$ cat src/hw/rtl/dlr_pkg.sv
// dlr_pkg: shared widths, constants, function codes and the divider request
// type for the DDA line rasterizer. No dependencies.
package dlr_pkg;

    localparam int SCREEN_WIDTH  = 320;
    localparam int SCREEN_HEIGHT = 200;
    localparam int FRAC_BITS     = 16;

    localparam int X_W     = 9;
    localparam int Y_W     = 8;
    localparam int COLOR_W = 8;
    localparam int ADDR_W  = 16;

    // Quotient holds one integer bit plus the fraction; the step adds a sign.
    localparam int QUO_W  = FRAC_BITS + 1;
    localparam int STEP_W = FRAC_BITS + 2;
    localparam int XACC_W = X_W + FRAC_BITS;
    localparam int YACC_W = Y_W + FRAC_BITS;
    localparam int CNT_W  = $clog2(FRAC_BITS + 1);

    localparam logic FUNC_LOAD    = 1'b0;
    localparam logic FUNC_ADVANCE = 1'b1;

    typedef struct packed {
        logic           start;
        logic [X_W-1:0] mag;
        logic [X_W-1:0] divisor;
    } div_req_t;

endpackage

$ cat src/hw/rtl/dlr_div.sv
// dlr_div: iterative unsigned divider, floor((mag << FRAC_BITS) / divisor),
// one quotient bit per cycle. Requires mag <= divisor. Depends on dlr_pkg.
module dlr_div
(
    input  logic                     clk,
    input  logic                     rst_n,
    input  dlr_pkg::div_req_t        req,
    output logic                     done,
    output logic [dlr_pkg::QUO_W-1:0] quotient
);

    logic                            busy_reg, busy_next;
    logic                            done_reg, done_next;
    logic [dlr_pkg::CNT_W-1:0]       cnt_reg, cnt_next;
    logic [dlr_pkg::X_W-1:0]         rem_reg, rem_next;
    logic [dlr_pkg::X_W-1:0]         div_reg, div_next;
    logic [dlr_pkg::QUO_W-1:0]       quo_reg, quo_next;
    logic [dlr_pkg::X_W:0]           trial;
    logic                            fits;

    always_comb
    begin
        // First bit is the integer bit: compare the remainder unshifted.
        trial = (cnt_reg == '0) ? {1'b0, rem_reg} : {rem_reg, 1'b0};
        fits  = (trial >= {1'b0, div_reg});

        busy_next = busy_reg;
        done_next = 1'b0;
        cnt_next  = cnt_reg;
        rem_next  = rem_reg;
        div_next  = div_reg;
        quo_next  = quo_reg;

        if (req.start)
        begin
            busy_next = 1'b1;
            cnt_next  = '0;
            rem_next  = req.mag;
            div_next  = req.divisor;
            quo_next  = '0;
        end
        else if (busy_reg)
        begin
            rem_next = fits ? dlr_pkg::X_W'(trial - {1'b0, div_reg})
                            : dlr_pkg::X_W'(trial);
            quo_next = {quo_reg[dlr_pkg::QUO_W-2:0], fits};
            cnt_next = cnt_reg + 1'b1;
            if (cnt_reg == dlr_pkg::CNT_W'(dlr_pkg::FRAC_BITS))
            begin
                busy_next = 1'b0;
                done_next = 1'b1;
            end
        end
    end

    always_ff @(posedge clk or negedge rst_n)
    begin
        if (!rst_n)
        begin
            busy_reg <= 1'b0;
            done_reg <= 1'b0;
            cnt_reg  <= '0;
        end
        else
        begin
            busy_reg <= busy_next;
            done_reg <= done_next;
            cnt_reg  <= cnt_next;
        end
    end

    always_ff @(posedge clk)
    begin
        rem_reg <= rem_next;
        div_reg <= div_next;
        quo_reg <= quo_next;
    end

    assign done     = done_reg;
    assign quotient = quo_reg;

endmodule

$ cat src/hw/rtl/dda_line_rasterizer_top.sv
// dda_line_rasterizer_top: DDA line rasterizer with a shared iterative divider
// for the load setup. Depends on dlr_pkg and dlr_div.
//
//  Channel | Handshake            | Payload
//  --------+----------------------+-------------------------------------------
//  in      | in_valid / in_ready  | func, start_x, start_y, end_x, end_y,
//          |                      | line_color
//  out     | out_valid / out_ready| pixel_x, pixel_y, pixel_addr, pixel_color,
//          |                      | last_pixel
//
// With out_ready held high, advances flow one per cycle. A load of a line
// with nonzero length runs two divisions, x then y, on the one shared
// divider, and in_ready stays low after the load transfer until the y
// division is done. A zero-length load starts no division. Reset (rst_n,
// asynchronous) drops any active line and empties the output register. A
// stalled result holds in the output register; in_ready is low while it
// waits and out_ready is low.
module dda_line_rasterizer_top
(
    input  logic                           clk,
    input  logic                           rst_n,

    input  logic                           in_valid,
    output logic                           in_ready,
    input  logic                           func,
    input  logic [dlr_pkg::X_W-1:0]        start_x,
    input  logic [dlr_pkg::Y_W-1:0]        start_y,
    input  logic [dlr_pkg::X_W-1:0]        end_x,
    input  logic [dlr_pkg::Y_W-1:0]        end_y,
    input  logic [dlr_pkg::COLOR_W-1:0]    line_color,

    output logic                           out_valid,
    input  logic                           out_ready,
    output logic [dlr_pkg::X_W-1:0]        pixel_x,
    output logic [dlr_pkg::Y_W-1:0]        pixel_y,
    output logic [dlr_pkg::ADDR_W-1:0]     pixel_addr,
    output logic [dlr_pkg::COLOR_W-1:0]    pixel_color,
    output logic                           last_pixel
);

    localparam logic [1:0] ST_IDLE = 2'd0;
    localparam logic [1:0] ST_DIVX = 2'd1;
    localparam logic [1:0] ST_DIVY = 2'd2;

    localparam int AFULL_W = dlr_pkg::ADDR_W + 2;

    // Sequencer and line state
    logic [1:0]                        state_reg, state_next;
    logic                              line_active_reg, line_active_next;
    logic [dlr_pkg::XACC_W-1:0]        x_accum_reg, x_accum_next;
    logic [dlr_pkg::YACC_W-1:0]        y_accum_reg, y_accum_next;
    logic [dlr_pkg::STEP_W-1:0]        x_step_reg, x_step_next;
    logic [dlr_pkg::STEP_W-1:0]        y_step_reg, y_step_next;
    logic [dlr_pkg::X_W-1:0]           pixels_left_reg, pixels_left_next;
    logic [dlr_pkg::COLOR_W-1:0]       color_reg, color_next;
    logic [dlr_pkg::Y_W-1:0]           ady_reg, ady_next;
    logic                              neg_x_reg, neg_x_next;
    logic                              neg_y_reg, neg_y_next;

    // Output register
    logic                              out_valid_reg, out_valid_next;
    logic [dlr_pkg::X_W-1:0]           px_reg, px_next;
    logic [dlr_pkg::Y_W-1:0]           py_reg, py_next;
    logic [dlr_pkg::ADDR_W-1:0]        addr_reg, addr_next;
    logic [dlr_pkg::COLOR_W-1:0]       pcolor_reg, pcolor_next;
    logic                              last_reg, last_next;

    // Load setup and divider hookup
    logic                              in_xfer;
    logic signed [dlr_pkg::X_W:0]      dx;
    logic signed [dlr_pkg::Y_W:0]      dy;
    logic [dlr_pkg::X_W-1:0]           adx;
    logic [dlr_pkg::Y_W-1:0]           ady;
    logic [dlr_pkg::X_W-1:0]           load_steps;
    dlr_pkg::div_req_t                 div_req;
    logic                              div_done;
    logic [dlr_pkg::QUO_W-1:0]         div_quo;
    logic [dlr_pkg::STEP_W-1:0]        quo_ext;
    logic [dlr_pkg::X_W-1:0]           cur_x;
    logic [dlr_pkg::Y_W-1:0]           cur_y;
    logic [AFULL_W-1:0]                addr_full;
    logic                              is_last;

    dlr_div u_div
    (
        .clk      (clk),
        .rst_n    (rst_n),
        .req      (div_req),
        .done     (div_done),
        .quotient (div_quo)
    );

    // Accept only while the sequencer is idle and the output slot can take a pixel.
    assign in_ready = (state_reg == ST_IDLE) && (!out_valid_reg || out_ready);
    assign in_xfer  = in_valid && in_ready;

    always_comb
    begin
        dx  = $signed({1'b0, end_x}) - $signed({1'b0, start_x});
        dy  = $signed({1'b0, end_y}) - $signed({1'b0, start_y});
        adx = dx[dlr_pkg::X_W] ? dlr_pkg::X_W'(-dx) : dlr_pkg::X_W'(dx);
        ady = dy[dlr_pkg::Y_W] ? dlr_pkg::Y_W'(-dy) : dlr_pkg::Y_W'(dy);
        load_steps = (adx > dlr_pkg::X_W'(ady)) ? adx : dlr_pkg::X_W'(ady);

        quo_ext = dlr_pkg::STEP_W'(div_quo);

        // Pixel position is the integer part of each accumulator.
        cur_x     = x_accum_reg[dlr_pkg::XACC_W-1 -: dlr_pkg::X_W];
        cur_y     = y_accum_reg[dlr_pkg::YACC_W-1 -: dlr_pkg::Y_W];
        addr_full = AFULL_W'(cur_y) * AFULL_W'(dlr_pkg::SCREEN_WIDTH) + AFULL_W'(cur_x);
        is_last   = (pixels_left_reg == '0);
    end

    always_comb
    begin
        state_next       = state_reg;
        line_active_next = line_active_reg;
        x_accum_next     = x_accum_reg;
        y_accum_next     = y_accum_reg;
        x_step_next      = x_step_reg;
        y_step_next      = y_step_reg;
        pixels_left_next = pixels_left_reg;
        color_next       = color_reg;
        ady_next         = ady_reg;
        neg_x_next       = neg_x_reg;
        neg_y_next       = neg_y_reg;

        out_valid_next   = out_valid_reg && !out_ready;
        px_next          = px_reg;
        py_next          = py_reg;
        addr_next        = addr_reg;
        pcolor_next      = pcolor_reg;
        last_next        = last_reg;

        div_req.start    = 1'b0;
        div_req.mag      = adx;
        div_req.divisor  = load_steps;

        unique case (state_reg)
            ST_IDLE:
            begin
                if (in_xfer && func == dlr_pkg::FUNC_LOAD)
                begin
                    // Restart the line: drop whatever was active.
                    line_active_next = 1'b1;
                    x_accum_next     = {start_x, {dlr_pkg::FRAC_BITS{1'b0}}};
                    y_accum_next     = {start_y, {dlr_pkg::FRAC_BITS{1'b0}}};
                    x_step_next      = '0;
                    y_step_next      = '0;
                    pixels_left_next = load_steps;
                    color_next       = line_color;
                    ady_next         = ady;
                    neg_x_next       = dx[dlr_pkg::X_W];
                    neg_y_next       = dy[dlr_pkg::Y_W];
                    if (load_steps != '0)
                    begin
                        div_req.start = 1'b1;
                        state_next    = ST_DIVX;
                    end
                end
                else if (in_xfer && line_active_reg)
                begin
                    // Emit the current pixel, then advance or end the line.
                    out_valid_next = 1'b1;
                    px_next        = cur_x;
                    py_next        = cur_y;
                    addr_next      = addr_full[dlr_pkg::ADDR_W-1:0];
                    pcolor_next    = color_reg;
                    last_next      = is_last;
                    if (is_last)
                    begin
                        line_active_next = 1'b0;
                    end
                    else
                    begin
                        x_accum_next = x_accum_reg +
                            {{(dlr_pkg::XACC_W-dlr_pkg::STEP_W){x_step_reg[dlr_pkg::STEP_W-1]}},
                             x_step_reg};
                        y_accum_next = y_accum_reg +
                            {{(dlr_pkg::YACC_W-dlr_pkg::STEP_W){y_step_reg[dlr_pkg::STEP_W-1]}},
                             y_step_reg};
                        pixels_left_next = pixels_left_reg - 1'b1;
                    end
                end
            end
            ST_DIVX:
            begin
                if (div_done)
                begin
                    x_step_next     = neg_x_reg ? -quo_ext : quo_ext;
                    // Hand the divider the y magnitude over the same step count.
                    div_req.start   = 1'b1;
                    div_req.mag     = dlr_pkg::X_W'(ady_reg);
                    div_req.divisor = pixels_left_reg;
                    state_next      = ST_DIVY;
                end
            end
            ST_DIVY:
            begin
                if (div_done)
                begin
                    y_step_next = neg_y_reg ? -quo_ext : quo_ext;
                    state_next  = ST_IDLE;
                end
            end
            default:
            begin
                state_next = ST_IDLE;
            end
        endcase
    end

    always_ff @(posedge clk or negedge rst_n)
    begin
        if (!rst_n)
        begin
            state_reg       <= ST_IDLE;
            line_active_reg <= 1'b0;
            out_valid_reg   <= 1'b0;
        end
        else
        begin
            state_reg       <= state_next;
            line_active_reg <= line_active_next;
            out_valid_reg   <= out_valid_next;
        end
    end

    always_ff @(posedge clk)
    begin
        x_accum_reg     <= x_accum_next;
        y_accum_reg     <= y_accum_next;
        x_step_reg      <= x_step_next;
        y_step_reg      <= y_step_next;
        pixels_left_reg <= pixels_left_next;
        color_reg       <= color_next;
        ady_reg         <= ady_next;
        neg_x_reg       <= neg_x_next;
        neg_y_reg       <= neg_y_next;
        px_reg          <= px_next;
        py_reg          <= py_next;
        addr_reg        <= addr_next;
        pcolor_reg      <= pcolor_next;
        last_reg        <= last_next;
    end

    assign out_valid   = out_valid_reg;
    assign pixel_x     = px_reg;
    assign pixel_y     = py_reg;
    assign pixel_addr  = addr_reg;
    assign pixel_color = pcolor_reg;
    assign last_pixel  = last_reg;

    // The divider reports completion only while the sequencer waits on it.
    assert property (@(posedge clk) disable iff (!rst_n)
        div_done |-> (state_reg == ST_DIVX || state_reg == ST_DIVY))
        else $error("divider done outside a division state");

    // A load of nonzero length starts the x division.
    assert property (@(posedge clk) disable iff (!rst_n)
        (in_xfer && func == dlr_pkg::FUNC_LOAD && load_steps != '0)
            |=> (state_reg == ST_DIVX))
        else $error("load did not start the divider");

    // Emitting the final pixel ends the line.
    assert property (@(posedge clk) disable iff (!rst_n)
        (in_xfer && func == dlr_pkg::FUNC_ADVANCE && line_active_reg && is_last)
            |=> (!line_active_reg && out_valid_reg && last_reg))
        else $error("final pixel did not end the line");

    // No input transfer while a division is running.
    assert property (@(posedge clk) disable iff (!rst_n)
        (state_reg != ST_IDLE) |-> !in_ready)
        else $error("input accepted during load setup");

endmodule
$ cat config.mk
export PLATFORM = sky130hd
export DESIGN_NAME = dda_line_rasterizer_top
export DESIGN_NICKNAME = d
export VERILOG_FILES = /design/src/hw/rtl/dlr_pkg.sv /design/src/hw/rtl/dlr_div.sv /design/src/hw/rtl/dda_line_rasterizer_top.sv
export SDC_FILE = /design/constraint.sdc
export NUM_CORES = 1
export LEC_CHECK = 0
export BUFFER_PORTS_ARGS = -buffer_cell sky130_fd_sc_hd__buf_4
export CAP_MARGIN = 20
export CELL_PAD_IN_SITES_DETAIL_PLACEMENT = 1
export CELL_PAD_IN_SITES_GLOBAL_PLACEMENT = 1
export CORE_ASPECT_RATIO = 0.9
export CORE_MARGIN = 5
export CORE_UTILIZATION = 44
export DETAILED_ROUTE_END_ITERATION = 8
export PLACE_DENSITY_LB_ADDON = 0.1
export SLEW_MARGIN = 20
export SYNTH_ARGS = -nofsm -noshare
export SYNTH_HDL_FRONTEND = slang
export SYNTH_SLANG_ARGS = --single-unit
$ cat constraint.sdc
create_clock -name clk -period 4.57 [get_ports clk]
set_clock_uncertainty 0.05 [all_clocks]
set_input_delay 0.914 -clock clk [delete_from_list [all_inputs] [get_ports clk]]
set_output_delay 0.914 -clock clk [all_outputs]
set_load 0.005 [all_outputs]
# Yosys cells after proc, flatten, opt, wreduce, memory -nomap -nowiden
# Cells that the tools add are included.
[word_totals]
input_bits = 47
register_bits = 200
elab_cells = 120
[op_classes]
reduce_logical = 24
mux = 47
n_mul = 1
eq_ne = 8
order_cmp = 2
bitwise_logic = 2
addsub = 11
[op_table]
columns = ["cell", "n"]
rows = [
  ["$mux 18", 6],
  ["$mux 25", 3],
  ["$mux 24", 3],
  ["$mux 9", 8],
  ["$pmux 18 s2", 2],
  ["$add 25x25->25", 1],
  ["$add 24x24->24", 1],
  ["$mux 19", 1],
  ["$neg 17->18", 1],
  ["$add 16x9->16", 1],
  ["$reduce_and 3->1", 5],
  ["$mux 1", 14],
  ["$ge 10x9->1", 1],
  ["$mul 8x3->10 const B", 1],
  ["$mux 10", 1],
  ["$mux 5", 2],
  ["$ne 2x1->1 const B", 5],
  ["$reduce_bool 2->1", 5],
  ["$sub 9x9->10", 1],
  ["$gt 9x8->1", 1],
  ["$logic_not 9->1", 1],
  ["$neg 9->9", 1],
  ["$reduce_bool 9->1", 1],
  ["$sub 8x8->9", 1],
  ["other kinds (19)", 28],
]

# Longest topological paths before layout
[depth]
depth_word = 10
depth_mapped = 24
ltp_nobuf = 23

# Cells and area by module
# A second synthesis with hierarchy kept.
[unflattened]
cells_unflattened = 1262
hier_area_um2 = 12753.5
[modules_own_cells]
columns = ["mod", "seq_area_each_um2", "area_each_um2", "cells_each", "n_inst"]
rows = [
  ["dda_line_rasterizer_top", 4544.4, 10451.3, 1051, 1],
  ["dlr_div", 1056.0, 2302.2, 211, 1],
]

# Worst setup path after synthesis
# Ideal clock, no wire load.
[synth_path]
path_kind = "input -> register"
startpoint = "in end_x[0] (netlist name)"
endpoint = "reg u_div.rem_reg[0] (netlist name), enable pin"
slack_ps = -959
t_required_ps = 4180
setup_ps = 340
cell_stages = 22
t_arrival_ps = 5140
cell_sequence = "inv_1 -> ha_1 -> inv_1 -> fa_1 -> xnor2_1 -> nand3_1 -> mux2_2 -> a2111oi_2 -> nor2_1 -> xor2_1 -> inv_1 -> ha_1 -> nand4_1 -> nor2_1 -> a311o_1 -> nand2_1 -> nor2_1 -> mux2i_4 -> o211ai_4 -> o21a_2 -> a21oi_4 -> nand3_1"
[synth_between]
elab_chain_cells = 10
[synth_rtl]
columns = ["element", "line", "rtl"]
rows = [
  ["from (decl)", "dda_line_rasterizer_top.sv:28", "input logic [dlr_pkg::X_W-1:0] end_x,"],
  ["$sub 9x9->10 *", "dda_line_rasterizer_top.sv:99", "dx = $signed({1'b0, end_x}) - $signed({1'b0, start_x});"],
  ["$neg 9->9", "dda_line_rasterizer_top.sv:101", "adx = dx[dlr_pkg::X_W] ? dlr_pkg::X_W'(-dx) : dlr_pkg::X_W'(dx);"],
  ["$mux 9 *", "dda_line_rasterizer_top.sv:101", ""],
  ["$gt 9x8->1", "dda_line_rasterizer_top.sv:103", "load_steps = (adx > dlr_pkg::X_W'(ady)) ? adx : dlr_pkg::X_W'(ady);"],
  ["$mux 9 *", "dda_line_rasterizer_top.sv:103", ""],
  ["$reduce_bool 9->1 *", "dda_line_rasterizer_top.sv:155", "if (load_steps != '0)"],
  ["$mux 1 *", "dda_line_rasterizer_top.sv:155", ""],
  ["$mux 1 *", "dda_line_rasterizer_top.sv:142", "if (in_xfer && func == dlr_pkg::FUNC_LOAD)"],
  ["$pmux 1 s2 *", "dda_line_rasterizer_top.sv:139", "unique case (state_reg)"],
  ["$reduce_bool 2->1 (no source line) *", "--", ""],
  ["to (signal assigned)", "dlr_div.sv:74", "rem_reg <= rem_next;"],
  ["to (decl)", "dlr_div.sv:15", "logic [dlr_pkg::X_W-1:0] rem_reg, rem_next;"],
]
# Every way passes the cells marked *; elsewhere a longest branch is shown, timed or not.
# A chain may end at the register's enable or synchronous reset.

# Final worst setup path
[layout_path]
startpoint = "in end_x[0] (netlist name)"
endpoint = "reg u_div.rem_reg[5] (netlist name), data pin"
[layout_between]
elab_chain_cells = 10
elab_cells_between_ends = 12
[layout_rtl]
columns = ["element", "line", "rtl"]
rows = [
  ["$sub 9x9->10 *", "dda_line_rasterizer_top.sv:99", ""],
  ["$neg 9->9", "dda_line_rasterizer_top.sv:101", ""],
  ["$mux 9 *", "dda_line_rasterizer_top.sv:101", ""],
  ["$gt 9x8->1", "dda_line_rasterizer_top.sv:103", ""],
  ["$mux 9", "dda_line_rasterizer_top.sv:103", ""],
  ["$reduce_bool 9->1", "dda_line_rasterizer_top.sv:155", ""],
  ["$mux 1", "dda_line_rasterizer_top.sv:155", ""],
  ["$mux 1", "dda_line_rasterizer_top.sv:142", ""],
  ["$pmux 1 s2", "dda_line_rasterizer_top.sv:139", ""],
  ["$mux 9 *", "dlr_div.sv:34", "if (req.start)"],
  ["net u_div.rem_next, one bit", "dlr_div.sv:15", ""],
]
# The timed path passes the listed nets; every way through them passes the cells marked *.

==> metrics.yaml <==
status: "complete, but fails checks"
failed_checks: "setup timing"
use_met2_pct: 41.0
synthCells: 1238
busiest_layer: "met2"
start_kind: "input port"
h-tree-depth: 4
track_usage_pct: 23.2
largest_register_ffs: 25
rows: 58
start_util_pct: 44.7
cts_root_buf: "clkbuf_16"
met1_usage_pct: 30.2
ios: 91
vias_per_cell: 5.47
gp_congestion: 0.846
die_y_um: 170
mostFrequentLayoutCells: "224 x buf_4, 166 x edfxtp_1, 123 x nor2_1"
dp_cells: 1786
worstMarginPinSlew_ns: 1.01
avgSynthCellArea_um2: 10.1
die_area_um2: 31900
numCtsBuffers: 17
cp-end-kind: "register"
yosys_most_used_dff: "edfxtp_1"
drv_cap: 0
grtUsageMet3_pct: 3.67
grt_pass1_vias: 10942
antenna_cells: 0
antenna_found_initial: 0
totalWireLength_um: 37500
synthesis.nets: 1394
portBuffers: 90
fin_crit_sh_pct: 113
critPathKind: "input port to register"
dr.pass1.iters: 4
core_um2: 27900
fmax_mhz: 193
cp_num_buf_inv: 5
slowest_stage: "or4b_4"
crit_path_max_fanout: 3
hold_viol: 0
hp-class: "input port to async pin"
cp_cell_sequence: "buf_12 > inv_12 > ha_4 > inv_2 > fa_2 > a21o_1 > a21o_1 > mux2_4 > a2111oi_4 > nor2_1 > xor2_1 > inv_1 > ha_4 > nand4_1 > nor2_1 > a311o_1 > nand3_1 > or4b_4 > a21oi_4 > buf_6 > nor2_4 > a221oi_2 > o221ai_1"
whs_ns: 0.259
rsz0062_at_grt: "yes"
layout.cells.non_filler: 1841
synth-seq-cells: 194
grt.overflow.total: 0
period_minus_slack_ns: 5.17
synth_warnings: 0
cts.sinks: 194
ant_nets: 0
cellPowerDensity_nw_per_um2: 588
netlist_area_um2: 12500
ctsHoldBuffers: 0
ys_seq_area_share_pct: 44.8
worstPathRequired_ns: 4.67
place_hpwl_um: 26800
drt_iter0_drc: 396
worst_slack_ns: -0.599
die_x_um: 188
clk_pin_slew_ns: 0.07
cp.arrival_ns: 5.27
clkLatencyLatePin_ns: 0.44
ys_types: 78
slew_headroom_pct: 32.7
postSynth.asyncResetShare_pct: 5.67
clockBufferDepth: 2
final_common_cell: "buf_4"
drive_gt1_share_pct: 27.0
max_stage_delay_ns: 0.51
vias: 10069
cpLargestDelayFamily: "compound AO/OA/AOI/OAI gates"
cts_tree: "done"
setup_violations: 68
leakage_nw: 6.91
slew_violations: 0
grt_max_degree: 66
finalSetupTns_ns: -27.60
grt_pass1_wl_um: 59300
drc_errors: 0
ir_drop_uv: 472
post_drt_wl_per_cell_um: 20.4
nets: 1625
syn_to_final_growth_pct: 28.5
synth-edff-count: 166
-- cell type report --
type,count,area (um2)
Multi-Input combinational cell,924,7020
Tap cell,360,450
Inverter,83,332
Sequential cell,194,5600
Clock buffer,17,425
Fill cell,3000,11900
Timing Repair Buffer,249,2070
Clock inverter,14,149
-- worst reg2reg max path: stages, from the launching register on --
cell and delay, ns:
dfrtp_1 0.44, inv_1 0.09, ha_1 0.17, nand2_1 0.06, nor2_1 0.16, buf_4 0.21
mux2_2 0.36, ha_1 0.33, a21o_1 0.20, a21oi_1 0.28, o221ai_1 0.21, o21ai_0 0.27
nand2b_1 0.13, a21oi_1 0.15, buf_4 0.25, o21ai_0 0.20, a221oi_2 0.32, o221ai_1 0.22
-- cells in the mapped netlist, drive strengths merged, types with 6 or more instances --
| cell type | instances | area (um2) |
|---|---|---|
| and2 | 6 | 37.5 |
| or3 | 26 | 163 |
| nor2b | 20 | 125 |
| nor2 | 151 | 567 |
| and3 | 11 | 68.8 |
| nand2b | 17 | 106 |
| mux2i | 25 | 263 |
| clkbuf | 24 | 90.1 |
| a211oi | 9 | 77.6 |
| a21o | 30 | 225 |
| xor2 | 69 | 604 |
| or2 | 7 | 43.8 |
| o21bai | 6 | 45.0 |
| o21a | 15 | 114 |
| o22ai | 6 | 37.5 |
| buf | 14 | 93.8 |
| nand4 | 6 | 37.5 |
| o211ai | 7 | 71.3 |
| fa | 7 | 140 |
| a21oi | 74 | 385 |
| xnor2 | 49 | 429 |
| nand2 | 112 | 420 |
| o221ai | 6 | 52.6 |
| nor3 | 22 | 115 |
| o21ai | 55 | 275 |
| dfxtp | 17 | 340 |
| nand3 | 18 | 95.1 |
| ha | 102 | 1280 |
| inv | 83 | 312 |
| mux2 | 10 | 113 |
| dfrtp | 11 | 275 |
| edfxtp | 166 | 4980 |
-- worst paths after layout --
path	startpoint	to	slack (ns)	depth (start not counted)
setup / recovery	end_x[0]	u_div.rem_reg[5]$_DFFE_PP_	-0.60	23
hold / removal	rst_n	u_div.cnt_reg[2]$_DFFE_PN0P_	0.26	1
setup reg to reg	u_div.cnt_reg[0]$_DFFE_PN0P_	u_div.rem_reg[5]$_DFFE_PP_	0.21	17
hold reg to reg	color_reg[5]$_DFFE_PP_	pixel_color[5]$_DFFE_PP_	0.37	0
max in group asynchronous	rst_n	u_div.busy_reg$_DFF_PN0_	4.03	1
min in group clk	color_reg[5]$_DFFE_PP_	pixel_color[5]$_DFFE_PP_	0.37	0
-- report_power, final --
part / total, mW / leakage [nW] / internal (mW) / switching, mW
registers: 2.91 / 1.81 / 2.55 / 0.366
logic: 5.02 / 4.82 / 2.31 / 2.71
clock network: 1.50 / 0.276 / 0.770 / 0.726
-- metrics by stage --
stage               cell area (um2)  setup slack (ns)  power, mW  utilization [%]
global placement              14800            -0.826       7.11             53.0
detailed placement            14800            -0.929       7.30             53.0
CTS                           16000            -0.410       9.35             57.2
finish                        16100            -0.599       9.43             57.5
floorplan                     12800            -0.555       5.92                -
global route                  16100            -0.764       10.0             57.5
-- layer usage --
| layer | up-vias | routed length, um |
|---|---|---|
| li1 | 4875 | - |
| met1 | 4993 | 17100 |
| met2 | 154 | 18500 |
| met3 | 47 | 1120 |
| met4 | 0 | 721 |
| met5 | - | 0 |
-- kinds of logic (layout without fill, tap and decap cells) --
| kind of cell | after synthesis | count (layout) | synth area share (%) |
|---|---|---|---|
| AO/OA/AOI/OAI | 252 | 252 | 13.5 |
| XOR/XNOR | 118 | 118 | 8.27 |
| adder cells (fa/ha/maj) | 109 | 109 | 11.3 |
| buffers and inverters | 121 | 363 | 3.97 |
| flip-flops | 194 | 194 | 44.8 |
| multiplexers | 35 | 35 | 3.00 |
| AND/OR/NAND/NOR | 409 | 410 | 15.1 |
-- timing repair --
action	4_1_cts	5_1_grt
pin swaps	32	7
gates cloned	6	0
gates resized for setup	85	23
setup buffers	16	7
setup endpoints to repair	68	68
(Power assumes the default switching activity.)
